## config.mk

```make
export PLATFORM = sky130hd
export DESIGN_NAME = first_fit_virtual_area_allocator_core
export DESIGN_NICKNAME = d
export VERILOG_FILES = /design/src/design/ffva_pkg.sv /design/src/design/ffva_ctrl.sv /design/src/design/ffva_dp.sv /design/src/design/first_fit_virtual_area_allocator_core.sv
export SDC_FILE = /design/constraint.sdc
export NUM_CORES = 1
export LEC_CHECK = 0
export ABC_AREA = 1
export BUFFER_PORTS_ARGS = -buffer_cell sky130_fd_sc_hd__clkbuf_2
export CAP_MARGIN = 40
export CORE_UTILIZATION = 60
export CTS_CLUSTER_DIAMETER = 60
export DETAILED_ROUTE_END_ITERATION = 16
export HOLD_SLACK_MARGIN = 0.05
export PLACE_DENSITY = 0.75
export REMOVE_ABC_BUFFERS = 1
export SETUP_SLACK_MARGIN = 0.15
export SLEW_MARGIN = 20
export SYNTH_ARGS = -nofsm -noshare
export SYNTH_HDL_FRONTEND = slang
export SYNTH_HIERARCHICAL = 1
export SYNTH_SLANG_ARGS = --single-unit
export TNS_END_PERCENT = 5
```

## constraint.sdc

```tcl
create_clock -name aclk -period 9.66 [get_ports aclk]
set_input_delay 0.483 -clock aclk [delete_from_list [all_inputs] [get_ports aclk]]
set_output_delay 0.483 -clock aclk [all_outputs]
set_load 0.02 [all_outputs]
```

## src/design/ffva_pkg.sv

```systemverilog
package ffva_pkg;

    // Default sizing of the area table and the page
    localparam int unsigned MAX_AREAS_DEF   = 16;
    localparam int unsigned PAGE_BITS_DEF   = 12;

    // The search base is aligned to 8 MiB
    localparam int unsigned AREA_ALIGN_BITS = 23;

    // Register index of memory_top on the configuration port
    localparam logic        REG_MEMORY_TOP  = 1'b0;

    // Result status codes
    typedef enum logic [2:0] {
        ST_OK         = 3'd0,
        ST_BAD_SIZE   = 3'd1,
        ST_FULL       = 3'd2,
        ST_MISALIGNED = 3'd3,
        ST_NOT_FOUND  = 3'd4,
        ST_NULL       = 3'd5
    } ffva_status_t;

    // Table read address relative to the walk index
    typedef enum logic [1:0] {
        RD_IDX  = 2'd0,
        RD_PREV = 2'd1,
        RD_NEXT = 2'd2
    } ffva_rd_sel_t;

    // Commands from the controller to the datapath
    typedef struct packed {
        logic         load;
        logic         rd_en;
        ffva_rd_sel_t rd_sel;
        logic         cand_adv;
        logic         idx_inc;
        logic         idx_dec;
        logic         save_pos;
        logic         wr_shift;
        logic         wr_new;
        logic         count_inc;
        logic         count_dec;
        logic         res_load;
        ffva_status_t res_status;
    } ffva_cmd_t;

    // Status from the datapath to the controller
    typedef struct packed {
        logic is_free;
        logic null_addr;
        logic misaligned;
        logic bad_size;
        logic table_full;
        logic at_end;
        logic fit;
        logic match;
        logic overflow;
        logic at_pos;
        logic at_last;
        logic out_busy;
    } ffva_sts_t;

endpackage

```

## src/design/ffva_ctrl.sv

```systemverilog
module ffva_ctrl (
    input  logic              aclk,
    input  logic              aresetn,
    input  logic              in_valid,
    output logic              in_ready,
    input  ffva_pkg::ffva_sts_t sts,
    output ffva_pkg::ffva_cmd_t cmd
);
    import ffva_pkg::*;

    typedef enum logic [2:0] {
        S_IDLE,
        S_CHECK,
        S_SEARCH,
        S_COMPARE,
        S_FIT,
        S_SHIFT,
        S_SHIFT_WR,
        S_DONE
    } state_t;

    state_t       state_reg;
    state_t       state_next;
    ffva_status_t status_reg;
    ffva_status_t status_next;

    assign in_ready = (state_reg == S_IDLE);

    // Sequence one request through check, walk, shift and result
    always_comb begin
        state_next  = state_reg;
        status_next = status_reg;
        cmd         = '0;
        cmd.rd_sel  = RD_IDX;
        cmd.res_status = status_reg;
        case (state_reg)
            S_IDLE: begin
                if (in_valid) begin
                    cmd.load   = 1'b1;
                    state_next = S_CHECK;
                end
            end
            S_CHECK: begin
                if (sts.is_free) begin
                    if (sts.null_addr) begin
                        status_next = ST_NULL;
                        state_next  = S_DONE;
                    end else if (sts.misaligned) begin
                        status_next = ST_MISALIGNED;
                        state_next  = S_DONE;
                    end else begin
                        state_next = S_SEARCH;
                    end
                end else begin
                    if (sts.bad_size) begin
                        status_next = ST_BAD_SIZE;
                        state_next  = S_DONE;
                    end else if (sts.table_full) begin
                        status_next = ST_FULL;
                        state_next  = S_DONE;
                    end else begin
                        state_next = S_SEARCH;
                    end
                end
            end
            S_SEARCH: begin
                if (sts.at_end) begin
                    if (sts.is_free) begin
                        status_next = ST_NOT_FOUND;
                        state_next  = S_DONE;
                    end else begin
                        state_next = S_FIT;
                    end
                end else begin
                    cmd.rd_en  = 1'b1;
                    cmd.rd_sel = RD_IDX;
                    state_next = S_COMPARE;
                end
            end
            S_COMPARE: begin
                if (sts.is_free) begin
                    if (sts.match) begin
                        state_next = S_SHIFT;
                    end else begin
                        cmd.idx_inc = 1'b1;
                        state_next  = S_SEARCH;
                    end
                end else begin
                    if (sts.fit) begin
                        state_next = S_FIT;
                    end else begin
                        cmd.cand_adv = 1'b1;
                        cmd.idx_inc  = 1'b1;
                        state_next   = S_SEARCH;
                    end
                end
            end
            S_FIT: begin
                if (sts.overflow) begin
                    status_next = ST_FULL;
                    state_next  = S_DONE;
                end else begin
                    cmd.save_pos = 1'b1;
                    state_next   = S_SHIFT;
                end
            end
            S_SHIFT: begin
                if (sts.is_free) begin
                    if (sts.at_last) begin
                        cmd.count_dec = 1'b1;
                        status_next   = ST_OK;
                        state_next    = S_DONE;
                    end else begin
                        cmd.rd_en  = 1'b1;
                        cmd.rd_sel = RD_NEXT;
                        state_next = S_SHIFT_WR;
                    end
                end else begin
                    if (sts.at_pos) begin
                        cmd.wr_new    = 1'b1;
                        cmd.count_inc = 1'b1;
                        status_next   = ST_OK;
                        state_next    = S_DONE;
                    end else begin
                        cmd.rd_en  = 1'b1;
                        cmd.rd_sel = RD_PREV;
                        state_next = S_SHIFT_WR;
                    end
                end
            end
            S_SHIFT_WR: begin
                cmd.wr_shift = 1'b1;
                if (sts.is_free) begin
                    cmd.idx_inc = 1'b1;
                end else begin
                    cmd.idx_dec = 1'b1;
                end
                state_next = S_SHIFT;
            end
            S_DONE: begin
                if (!sts.out_busy) begin
                    cmd.res_load = 1'b1;
                    state_next   = S_IDLE;
                end
            end
            default: begin
                state_next = S_IDLE;
            end
        endcase
    end

    // Hold state and the pending status
    always_ff @(posedge aclk) begin
        if (!aresetn) begin
            state_reg  <= S_IDLE;
            status_reg <= ST_OK;
        end else begin
            state_reg  <= state_next;
            status_reg <= status_next;
        end
    end

endmodule

```

## src/design/ffva_dp.sv

```systemverilog
module ffva_dp #(
    parameter int unsigned MAX_AREAS = ffva_pkg::MAX_AREAS_DEF,
    parameter int unsigned PAGE_BITS = ffva_pkg::PAGE_BITS_DEF
) (
    input  logic                  aclk,
    input  logic                  aresetn,
    input  ffva_pkg::ffva_cmd_t   cmd,
    output ffva_pkg::ffva_sts_t   sts,
    input  logic [31:0]           memory_top,
    input  logic                  req_kind,
    input  logic [31:0]           req_size,
    input  logic [31:0]           req_address,
    output logic                  out_valid,
    input  logic                  out_ready,
    output logic [31:0]           out_address,
    output ffva_pkg::ffva_status_t out_status
);
    import ffva_pkg::*;

    localparam int unsigned IW   = (MAX_AREAS > 1) ? $clog2(MAX_AREAS) : 1;
    localparam int unsigned CW   = $clog2(MAX_AREAS + 1);
    localparam int unsigned SPW  = 32 - PAGE_BITS;
    localparam int unsigned SZW  = 33 - PAGE_BITS;
    localparam int unsigned SUMW = 34 - PAGE_BITS;
    localparam int unsigned ALW  = AREA_ALIGN_BITS - PAGE_BITS;

    // Area table
    logic [SPW-1:0] start_mem [MAX_AREAS];
    logic [SZW-1:0] span_mem  [MAX_AREAS];

    logic           kind_reg;
    logic [SZW-1:0] size_pg_reg;
    logic [31:0]    addr_reg;
    logic [SZW-1:0] cand_reg;
    logic [CW-1:0]  idx_reg;
    logic [CW-1:0]  pos_reg;
    logic [CW-1:0]  count_reg;
    logic [SPW-1:0] rd_start_reg;
    logic [SZW-1:0] rd_span_reg;
    logic           out_valid_reg;
    logic [31:0]    out_addr_reg;
    ffva_status_t   out_status_reg;

    logic [32:0]    size_round;
    logic [SZW-1:0] size_pg_next;
    logic [SPW-1:0] mt_pg;
    logic [SZW-1:0] base_sum;
    logic [SZW-1:0] base_pg;
    logic [SUMW-1:0] end_sum;
    logic [CW-1:0]  idx_p1;
    logic [CW-1:0]  idx_m1;
    logic [CW-1:0]  rd_idx;
    logic [IW-1:0]  rd_addr;
    logic [IW-1:0]  wr_addr;
    logic [SPW-1:0] wr_start;
    logic [SZW-1:0] wr_span;
    logic           wr_en;

    // Round the request up to whole pages without wrapping
    assign size_round   = {1'b0, req_size} + 33'((64'd1 << PAGE_BITS) - 64'd1);
    assign size_pg_next = size_round[32:PAGE_BITS];

    // Search base: memory top plus 8 MiB, aligned down, in pages
    assign mt_pg    = memory_top[31:PAGE_BITS];
    assign base_sum = {1'b0, mt_pg} + SZW'(64'd1 << ALW);
    assign base_pg  = base_sum & ~SZW'((64'd1 << ALW) - 64'd1);

    // Candidate end, in pages
    assign end_sum = {1'b0, cand_reg} + {1'b0, size_pg_reg};

    assign idx_p1 = idx_reg + CW'(1);
    assign idx_m1 = idx_reg - CW'(1);

    always_comb begin
        case (cmd.rd_sel)
            RD_IDX:  rd_idx = idx_reg;
            RD_PREV: rd_idx = idx_m1;
            RD_NEXT: rd_idx = idx_p1;
            default: rd_idx = idx_reg;
        endcase
    end

    assign rd_addr  = rd_idx[IW-1:0];
    assign wr_addr  = idx_reg[IW-1:0];
    assign wr_en    = cmd.wr_shift | cmd.wr_new;
    assign wr_start = cmd.wr_new ? cand_reg[SPW-1:0] : rd_start_reg;
    assign wr_span  = cmd.wr_new ? (size_pg_reg + SZW'(1)) : rd_span_reg;

    // Table memory with registered read
    always_ff @(posedge aclk) begin
        if (wr_en) begin
            start_mem[wr_addr] <= wr_start;
            span_mem[wr_addr]  <= wr_span;
        end
        if (cmd.rd_en) begin
            rd_start_reg <= start_mem[rd_addr];
            rd_span_reg  <= span_mem[rd_addr];
        end
    end

    // Request, candidate and walk index
    always_ff @(posedge aclk) begin
        if (cmd.load) begin
            kind_reg    <= req_kind;
            size_pg_reg <= size_pg_next;
            addr_reg    <= req_address;
            cand_reg    <= base_pg;
            idx_reg     <= '0;
        end else begin
            if (cmd.cand_adv) begin
                cand_reg <= {1'b0, rd_start_reg} + rd_span_reg;
            end
            if (cmd.save_pos) begin
                pos_reg <= idx_reg;
                idx_reg <= count_reg;
            end else if (cmd.idx_inc) begin
                idx_reg <= idx_p1;
            end else if (cmd.idx_dec) begin
                idx_reg <= idx_m1;
            end
        end
    end

    // Fill count of the table
    always_ff @(posedge aclk) begin
        if (!aresetn) begin
            count_reg <= '0;
        end else if (cmd.count_inc) begin
            count_reg <= count_reg + CW'(1);
        end else if (cmd.count_dec) begin
            count_reg <= count_reg - CW'(1);
        end
    end

    // Output register: load a result, drop it once taken
    always_ff @(posedge aclk) begin
        if (!aresetn) begin
            out_valid_reg <= 1'b0;
        end else if (cmd.res_load) begin
            out_valid_reg <= 1'b1;
        end else if (out_ready) begin
            out_valid_reg <= 1'b0;
        end
    end

    always_ff @(posedge aclk) begin
        if (cmd.res_load) begin
            out_status_reg <= cmd.res_status;
            if (cmd.res_status == ST_OK && !kind_reg) begin
                out_addr_reg <= {cand_reg[SPW-1:0], {PAGE_BITS{1'b0}}};
            end else begin
                out_addr_reg <= '0;
            end
        end
    end

    assign out_valid   = out_valid_reg;
    assign out_address = out_addr_reg;
    assign out_status  = out_status_reg;

    // Status toward the controller
    always_comb begin
        sts            = '0;
        sts.is_free    = kind_reg;
        sts.null_addr  = (addr_reg == 32'd0);
        sts.misaligned = (addr_reg[PAGE_BITS-1:0] != '0);
        sts.bad_size   = (size_pg_reg == '0) || (size_pg_reg > {1'b0, mt_pg});
        sts.table_full = (count_reg == CW'(MAX_AREAS));
        sts.at_end     = (idx_reg == count_reg);
        sts.fit        = (end_sum < SUMW'(rd_start_reg));
        sts.match      = (rd_start_reg == addr_reg[31:PAGE_BITS]);
        sts.overflow   = (end_sum[SUMW-1:SPW] != '0);
        sts.at_pos     = (idx_reg == pos_reg);
        sts.at_last    = (idx_p1 >= count_reg);
        sts.out_busy   = out_valid_reg && !out_ready;
    end

endmodule

```

## src/design/first_fit_virtual_area_allocator_core.sv

```systemverilog
// First-fit virtual area allocator. Each request beat carries kind in s_tuser (0 allocate,
// 1 free) and size and address in s_tdata; each gives exactly one result beat with the new
// area's start address (zero unless an allocate succeeds) and a status code. Requests are
// handled one at a time. An allocate walks past the table entries in front of its place and,
// when it lands in front of an existing entry, moves the entries behind it up to make room; it
// is refused when it runs out of address space. A free walks to its entry and moves the
// entries behind it down, or misses. A request can also be refused on its size, a full table,
// a null or a misaligned address before any walk. The block returns to idle before it takes
// the next request. The area table is single-port with a registered read, so each entry
// takes a read state and a compare or write state, both in the walk and in the shift. A
// finished result waits in an output register, so a new request can start while it is still
// unclaimed; the next result then holds until the waiting one is taken. The memory_top
// register (byte address 0) should be written only while no request is in flight.
module first_fit_virtual_area_allocator_core #(
    parameter int unsigned MAX_AREAS = ffva_pkg::MAX_AREAS_DEF,
    parameter int unsigned PAGE_BITS = ffva_pkg::PAGE_BITS_DEF
) (
    input  logic        aclk,
    input  logic        aresetn,

    input  logic        s_tvalid,
    output logic        s_tready,
    input  logic [63:0] s_tdata,   // [31:0] size_bytes, [63:32] address
    input  logic [0:0]  s_tuser,   // [0] kind

    output logic        m_tvalid,
    input  logic        m_tready,
    output logic [39:0] m_tdata,   // [31:0] area_address, [34:32] status, [39:35] zero

    input  logic        psel,
    input  logic        penable,
    input  logic        pwrite,
    input  logic [2:0]  paddr,
    input  logic [31:0] pwdata,
    output logic [31:0] prdata,
    output logic        pready
);
    import ffva_pkg::*;

    localparam logic [31:0] MEMORY_TOP_RESET = 32'd16777216;

    logic         sel_memory_top;
    logic [31:0]  memory_top_reg;
    logic         cfg_wr;
    logic         cfg_idx;
    ffva_cmd_t    cmd;
    ffva_sts_t    sts;
    logic [31:0]  out_address;
    ffva_status_t out_status;

    // Register file decode
    assign pready  = 1'b1;
    assign cfg_idx = paddr[2];
    assign cfg_wr  = psel && penable && pwrite && pready;

    always_ff @(posedge aclk) begin
        if (!aresetn) begin
            memory_top_reg <= MEMORY_TOP_RESET;
        end else if (cfg_wr && cfg_idx == REG_MEMORY_TOP) begin
            memory_top_reg <= pwdata;
        end
    end

    assign sel_memory_top = (cfg_idx == REG_MEMORY_TOP);
    assign prdata         = sel_memory_top ? memory_top_reg : 32'd0;

    ffva_ctrl u_ctrl (
        .aclk     (aclk),
        .aresetn  (aresetn),
        .in_valid (s_tvalid),
        .in_ready (s_tready),
        .sts      (sts),
        .cmd      (cmd)
    );

    ffva_dp #(
        .MAX_AREAS (MAX_AREAS),
        .PAGE_BITS (PAGE_BITS)
    ) u_dp (
        .aclk        (aclk),
        .aresetn     (aresetn),
        .cmd         (cmd),
        .sts         (sts),
        .memory_top  (memory_top_reg),
        .req_kind    (s_tuser[0]),
        .req_size    (s_tdata[31:0]),
        .req_address (s_tdata[63:32]),
        .out_valid   (m_tvalid),
        .out_ready   (m_tready),
        .out_address (out_address),
        .out_status  (out_status)
    );

    // Pack the result beat
    assign m_tdata = {5'd0, out_status, out_address};

endmodule
```

# ---- Word-level counts from Yosys, hierarchy flattened
# Memory sizes are Yosys's and may differ from the RTL's. A register that Yosys moved wholly into a read port is not among the register bits.
# Index checks and enable logic that the tools add are counted.
dict set report classes {
  addsub 9
  order_cmp 3
  eq_ne 22
  n_mux 70
  n_bitwise 3
  n_reduce_logical 22
}
# cell count
set ops {}
lappend ops {{3-bit 2-to-1 mux} 27}
lappend ops {{21-bit 2-to-1 mux} 3}
lappend ops {{32-bit by 12-bit adder with 33-bit output, second input constant} 1}
lappend ops {{32-bit logical NOT} 1}
lappend ops {{32-bit 2-to-1 mux} 1}
lappend ops {{5-bit 2-to-1 mux} 5}
lappend ops {{3-bit case mux with 8 select lines} 1}
lappend ops {{1-bit 2-to-1 mux} 23}
lappend ops {{21-bit by 21-bit adder with 22-bit output} 1}
lappend ops {{22-bit by 20-bit less-than comparator with 1-bit output} 1}
lappend ops {{20-bit by 12-bit adder with 21-bit output, second input constant} 1}
lappend ops {{20-bit by 21-bit adder with 21-bit output} 1}
lappend ops {{21-bit by 1-bit adder with 21-bit output, second input constant} 1}
lappend ops {{21-bit by 20-bit > comparator with 1-bit output} 1}
lappend ops {{21-bit logical NOT} 1}
lappend ops {{20-bit equality test} 1}
lappend ops {{20-bit 2-to-1 mux} 1}
lappend ops {{3-bit equality test, second input constant} 4}
lappend ops {{3-bit case mux with 4 select lines} 1}
lappend ops {{12-bit nonzero test} 1}
lappend ops {{5-bit by 1-bit adder with 5-bit output, second input constant} 2}
lappend ops {{5-bit equality test} 2}
lappend ops {{2-bit 2-to-1 mux} 5}
lappend ops {{5-bit by 1-bit subtractor with 5-bit output, second input constant} 2}
lappend ops {{26 further kinds} 41}
dict set report word_totals {
  reg_bits 164
  mem_bits_rw 656
  input_bits 107
  output_inout_bits 75
  wordCells 146
  n_memories 2
}
# name words word_bits rd rd_ports_with_merged_regs write_ports line_no
set mem_list {}
lappend mem_list {u_dp.span_mem 16 21 1 1 1 ffva_dp.sv:29} ;# logic [SZW-1:0] span_mem [MAX_AREAS];
lappend mem_list {u_dp.start_mem 16 20 1 1 1 ffva_dp.sv:28} ;# logic [SPW-1:0] start_mem [MAX_AREAS];

# ---- Logic depth before layout (Yosys ltp)
dict set report logic_depth {
  ltp_word 8
  depth_mapped 27
  mapped_depth_nobuf 27
}

# ---- Hierarchy
# Netlist, hierarchy kept.
# module n_inst cells_each area_each_um2 seq_area_each_um2
set modules_own_cells {}
lappend modules_own_cells {ffva_dp 1 3809 38873.5 24133.1}
lappend modules_own_cells {first_fit_virtual_area_allocator_core 1 285 1711.6 640.6}
lappend modules_own_cells {ffva_ctrl 1 113 673.1 120.1}

# ---- Worst setup path after synthesis
# No wires, ideal clock.
dict set report synth_timing {
  path_type {reg2reg}
  start {register u_ctrl.state_reg[2]}
  end {register u_dp.cand_reg[13] (data pin)}
  t_arrival_ns 6.678
  required_ns 9.406
  setup_slack_ns 2.728
  stages_incl_launch_ff 8
  n_path_buf 3
  cell_sequence {dfxtp_1 buf_4 nor4_1 clkbuf_1 nor2_1 clkbuf_1 nand3_1 nand2_1}
}
# item line_no
set synth_lines {}
lappend synth_lines {{from (decl)} ffva_ctrl.sv:22} ;# state_t state_reg;
lappend synth_lines {{from (signal assigned)} ffva_ctrl.sv:158} ;# state_reg <= state_next;
lappend synth_lines {{to (signal assigned)} ffva_dp.sv:107} ;# cand_reg <= base_pg;
lappend synth_lines {{to (signal assigned)} ffva_dp.sv:111} ;# cand_reg <= {1'b0, rd_start_reg} + rd_span_reg;
lappend synth_lines {{to (decl)} ffva_dp.sv:34} ;# logic [SZW-1:0] cand_reg;

==> impl_summary.md <==
Global route
The met1 capacity usage during global routing is 44.4%. The via count of the first global-routing pass is 29,900. The global routing stage identified its most utilized layer as met2.

Across every metal layer, demand over resource in global routing totals 33.4%. The largest net degree at the start of global routing is 230. The global-route congestion overflow total is 0. Global routing used 4.60% of the available met3 tracks.

The first global-routing pass estimated 175 mm of wire. The global-route track usage on met2 is 54.3%. The initial antenna violation count is 0.

Logic synthesis
The mean cell area of the mapped netlist is 9.81 um^2. The synthesized design spends more area on one cell type than any other, namely sky130_fd_sc_hd__edfxtp_1. The most used flip-flop cell after synthesis is sky130_fd_sc_hd__edfxtp_1. The warning count from the yosys run is 6.

The top cell type by area accounts for 57.4% of the synthesized area. The mapped netlist covers 0.0413 mm^2. Of all flip-flops after synthesis, the portion carrying an async set or reset was 0%.

Synthesis produced a netlist whose cell count is 4,207. The sequential-to-total area share from yosys stat is 60.3%. The number of unique standard cell types used by synthesis is 57.

Synthesis inferred 849 register bits. After synthesis, the cell types taking the most area are sky130_fd_sc_hd__edfxtp_1 (57%), sky130_fd_sc_hd__nand2_1 (9.4%), sky130_fd_sc_hd__nand3_1 (7.8%), sky130_fd_sc_hd__inv_1 (4.2%), sky130_fd_sc_hd__nand3b_1 (3.1%). The synthesized design contains 789 enable-type register cells.

Timing
The final count of hold timing violations was 0. Setup repair after global routing left no endpoint under its margin. For the final routed database, the setup TNS stands at 0 ns. The final count of negative-setup-slack endpoints is 0. At the pin with the least slew margin, the transition time is 1.16 ns. Headroom to the max-slew limit came out at 22.4%. Between clock sinks in the finished design, the worst skew comes to 0.0265 ns. The max-slew violation total from the final report is 0. After layout, the minimum clock period comes to 5.49 ns. The top achievable clock speed is 182 MHz.

After layout, the worst path uses 56.8% of the clock period.

Setup path
The data arrival time at the worst-slack endpoint is 5.88 ns. The delay contributed by the slowest stage of the critical path is 0.75 ns. Along the worst path, the maximum fanout reaches 58.

The slowest stage of the critical path is the sky130_fd_sc_hd__buf_4 cell. The worst setup path is launched from a flop. The endpoint class of the critical path is a flop. Traced cell by cell, the critical path runs through inv_2 > ha_1 > ha_1 > a21oi_1 > o21bai_1 > a21oi_1 > o21bai_1 > inv_1 > nand2_4 > nor2_1 > ha_1 > inv_2 > nor2_1 > nor2_4 > buf_4 > buf_4 > nand3_1 > nand2_1 > nand2_1 > nand3_1 > nand2_1. The endpoint required time on the critical path is 10.05 ns. The setup path with the least slack is of type flop to flop.

Drt
The wire length reported by the detailed router is 116 mm. The average via count per standard cell is 5.85. Before antenna repair, the detailed router went through 6 iterations. The routed length per instance is 21.7 um. The residual antenna-violating net count after detailed routing is 0. The via count is 31,200. The number of DRC violations after detailed routing is 0. The number of DRC markers in iteration 0 is 3,716.

Clock network
Clock latency on the worst-skew pair, taken at its later pin, is 0.64 ns. The maximum number of buffers from clock root to sink is 3. Clock tree synthesis selected as its root buffer the cell sky130_fd_sc_hd__clkbuf_16.

CTS built an H-tree with a depth of 3. TritonCTS built the clock tree. Clock-pin slew was measured on the worst setup and hold paths at 0.06 ns.

The total number of clock tree sinks is 849. The number of buffers created by CTS is 88.

Place
Summed over all nets, the half-perimeter wirelength after detailed placement is 70.9 mm. The congestion estimate from routability-driven global placement came to 1.03. The number of buffer cells added on primary ports is 161.

Cells and area
The footprint of the multi-input gates is 0.0137 mm^2. The largest registers in the layout are u_dp/span_mem: 336 flops, u_dp/start_mem: 320 flops. The area taken by flip-flops and latches is 0.0249 mm^2.

The most flop-heavy register is u_dp/span_mem. The layout net count is 4,598. The fill cell instance count of the final layout is 5,009.

The flip-flop count of the largest register after layout is 336. Leaving out fill and tap cells, the most frequent cells in the layout are sky130_fd_sc_hd__nand2_1 (1,028), sky130_fd_sc_hd__edfxtp_1 (789), sky130_fd_sc_hd__nand3_1 (641). The area growth from synthesis to layout is 12.7%. The core utilization of the finished layout is 68.8%. Leaving out fill and tap cells, the most frequent cell in the layout is sky130_fd_sc_hd__nand2_1. Cells with a size suffix above 1 make up 10.2% of the layout.

Die
The initial utilization of the core area, before any placement, comes to 61.0%. The die covers 0.0698 mm^2. The region available for standard cell placement spans 0.0676 mm^2. The total number of placement rows is 95. The floorplan die height is 264 um. During I/O placement, the number of pins put on the boundary was 182.

Measured along the x axis, the die boundary spans 264 um.

Pwr
The maximum ir drop on the vdd rail is 173 uV. The switching power total is 0.00432 W. The fraction of power spent switching nets is 36.2%. The internal power consumption is 0.00763 W. Registers are responsible for 41.2% of the overall power. The fraction of power consumed by the clock network is 26.9%. Power spread over the standard cell area amounts to 257 mW/mm^2.

Power comes to 0.0119 W. In this run, the combinational gates consume 31.9% of the power. The analysis attributes to cell leakage a power of 18.7 nW.

Worst hold path
The type of the worst min-delay path is primary input to flop.

Flow run
The number of maximum-capacitance violations is 0.

Run status
The run finished with clean final reports.
==> layer usage <==
| metal | vias to the layer above | wire length [um] |
|---|---|---|
| met2 | 1640 | 55300 |
| li1 | 14600 | - |
| met4 | 0 | 4780 |
| met3 | 262 | 11100 |
| met1 | 14700 | 44700 |
| met5 | - | 0 |
==> worst paths after layout <==
kind                             start                   end  slack, ns  cells after the start
setup / recovery       u_dp/idx_reg[0]  u_dp/rd_span_reg[19]       4.17                     21
hold / removal              pwdata[24]    memory_top_reg[24]       0.08                      3
setup reg to reg       u_dp/idx_reg[0]  u_dp/rd_span_reg[19]       4.17                     21
hold reg to reg   u_ctrl/status_reg[2]    u_dp/out_status[2]       0.46                      0
==> cell type report <==
cell class	count	share of cell area [%]
multi-input combinational	2679	29.5
inverter	474	3.85
timing repair buffer	298	4.97
clock buffer	113	5.00
clock inverter	47	0.818
antenna	1	0.00538
tap	873	2.35
sequential	849	53.5
==> repair_timing <==
action | 4_1_cts | 5_1_grt
hold endpoints to repair | 30 | 0
hold buffers | 30 | 0
resized for setup | 0 | 0
setup buffers | 0 | 0
==> cells by family after synthesis <==
logic type      share of synthesized area [%]
compound gates                           3.45
flops                                    60.3
xor+xnor                                 1.53
simple gates                             24.5
fa+ha+maj                                3.12
buf+inv                                  7.03
other cells                            0.0273
==> synth_stat cells (42+ instances only) <==
cell type                  count
sky130_fd_sc_hd__nand3b_1    171
sky130_fd_sc_hd__ha_1         98
sky130_fd_sc_hd__edfxtp_1    789
sky130_fd_sc_hd__a21oi_1      80
sky130_fd_sc_hd__nor2_1      279
sky130_fd_sc_hd__dfxtp_1      60
sky130_fd_sc_hd__inv_1       463
sky130_fd_sc_hd__buf_2       115
sky130_fd_sc_hd__xor2_1       42
sky130_fd_sc_hd__nand2_1    1028
sky130_fd_sc_hd__clkbuf_1     65
sky130_fd_sc_hd__nand3_1     641
sky130_fd_sc_hd__o21ai_0     112
==> per-stage QoR <==
stage	area [um^2]	worst slack [ns]	cells	hold WS [ns]
2_1_floorplan	40200	-3.79	4002	0.422
3_3_place_gp	42900	3.97	5113	0.439
5_1_grt	46500	3.81	5333	0.0783
4_1_cts	46400	4.03	5326	0.0549
6_report	46500	4.17	5334	0.0844
3_5_place_dp	43300	4.03	5136	0.441
==> worst max-delay path: cells and delay by family, from the launching register on <==
family                     cells  cell delay, ns
AOI/OAI and AO/OA              4            0.44
adders and majority gates      3            1.07
buffers and inverters          5            1.89
DFF                            1            0.68
and+or+nand+nor                9            1.03
==> power groups by stage <==
stage	Sequential, W	Clock [W]	Combinational [W]
floorplan	0.00485	0	0.00259
global placement	0.00498	0	0.00361
detailed placement	0.00498	0	0.00371
CTS	0.00491	0.00324	0.00375
global route	0.00493	0.00338	0.00424
finish	0.00492	0.00321	0.00381
(Power assumes the default switching activity.)
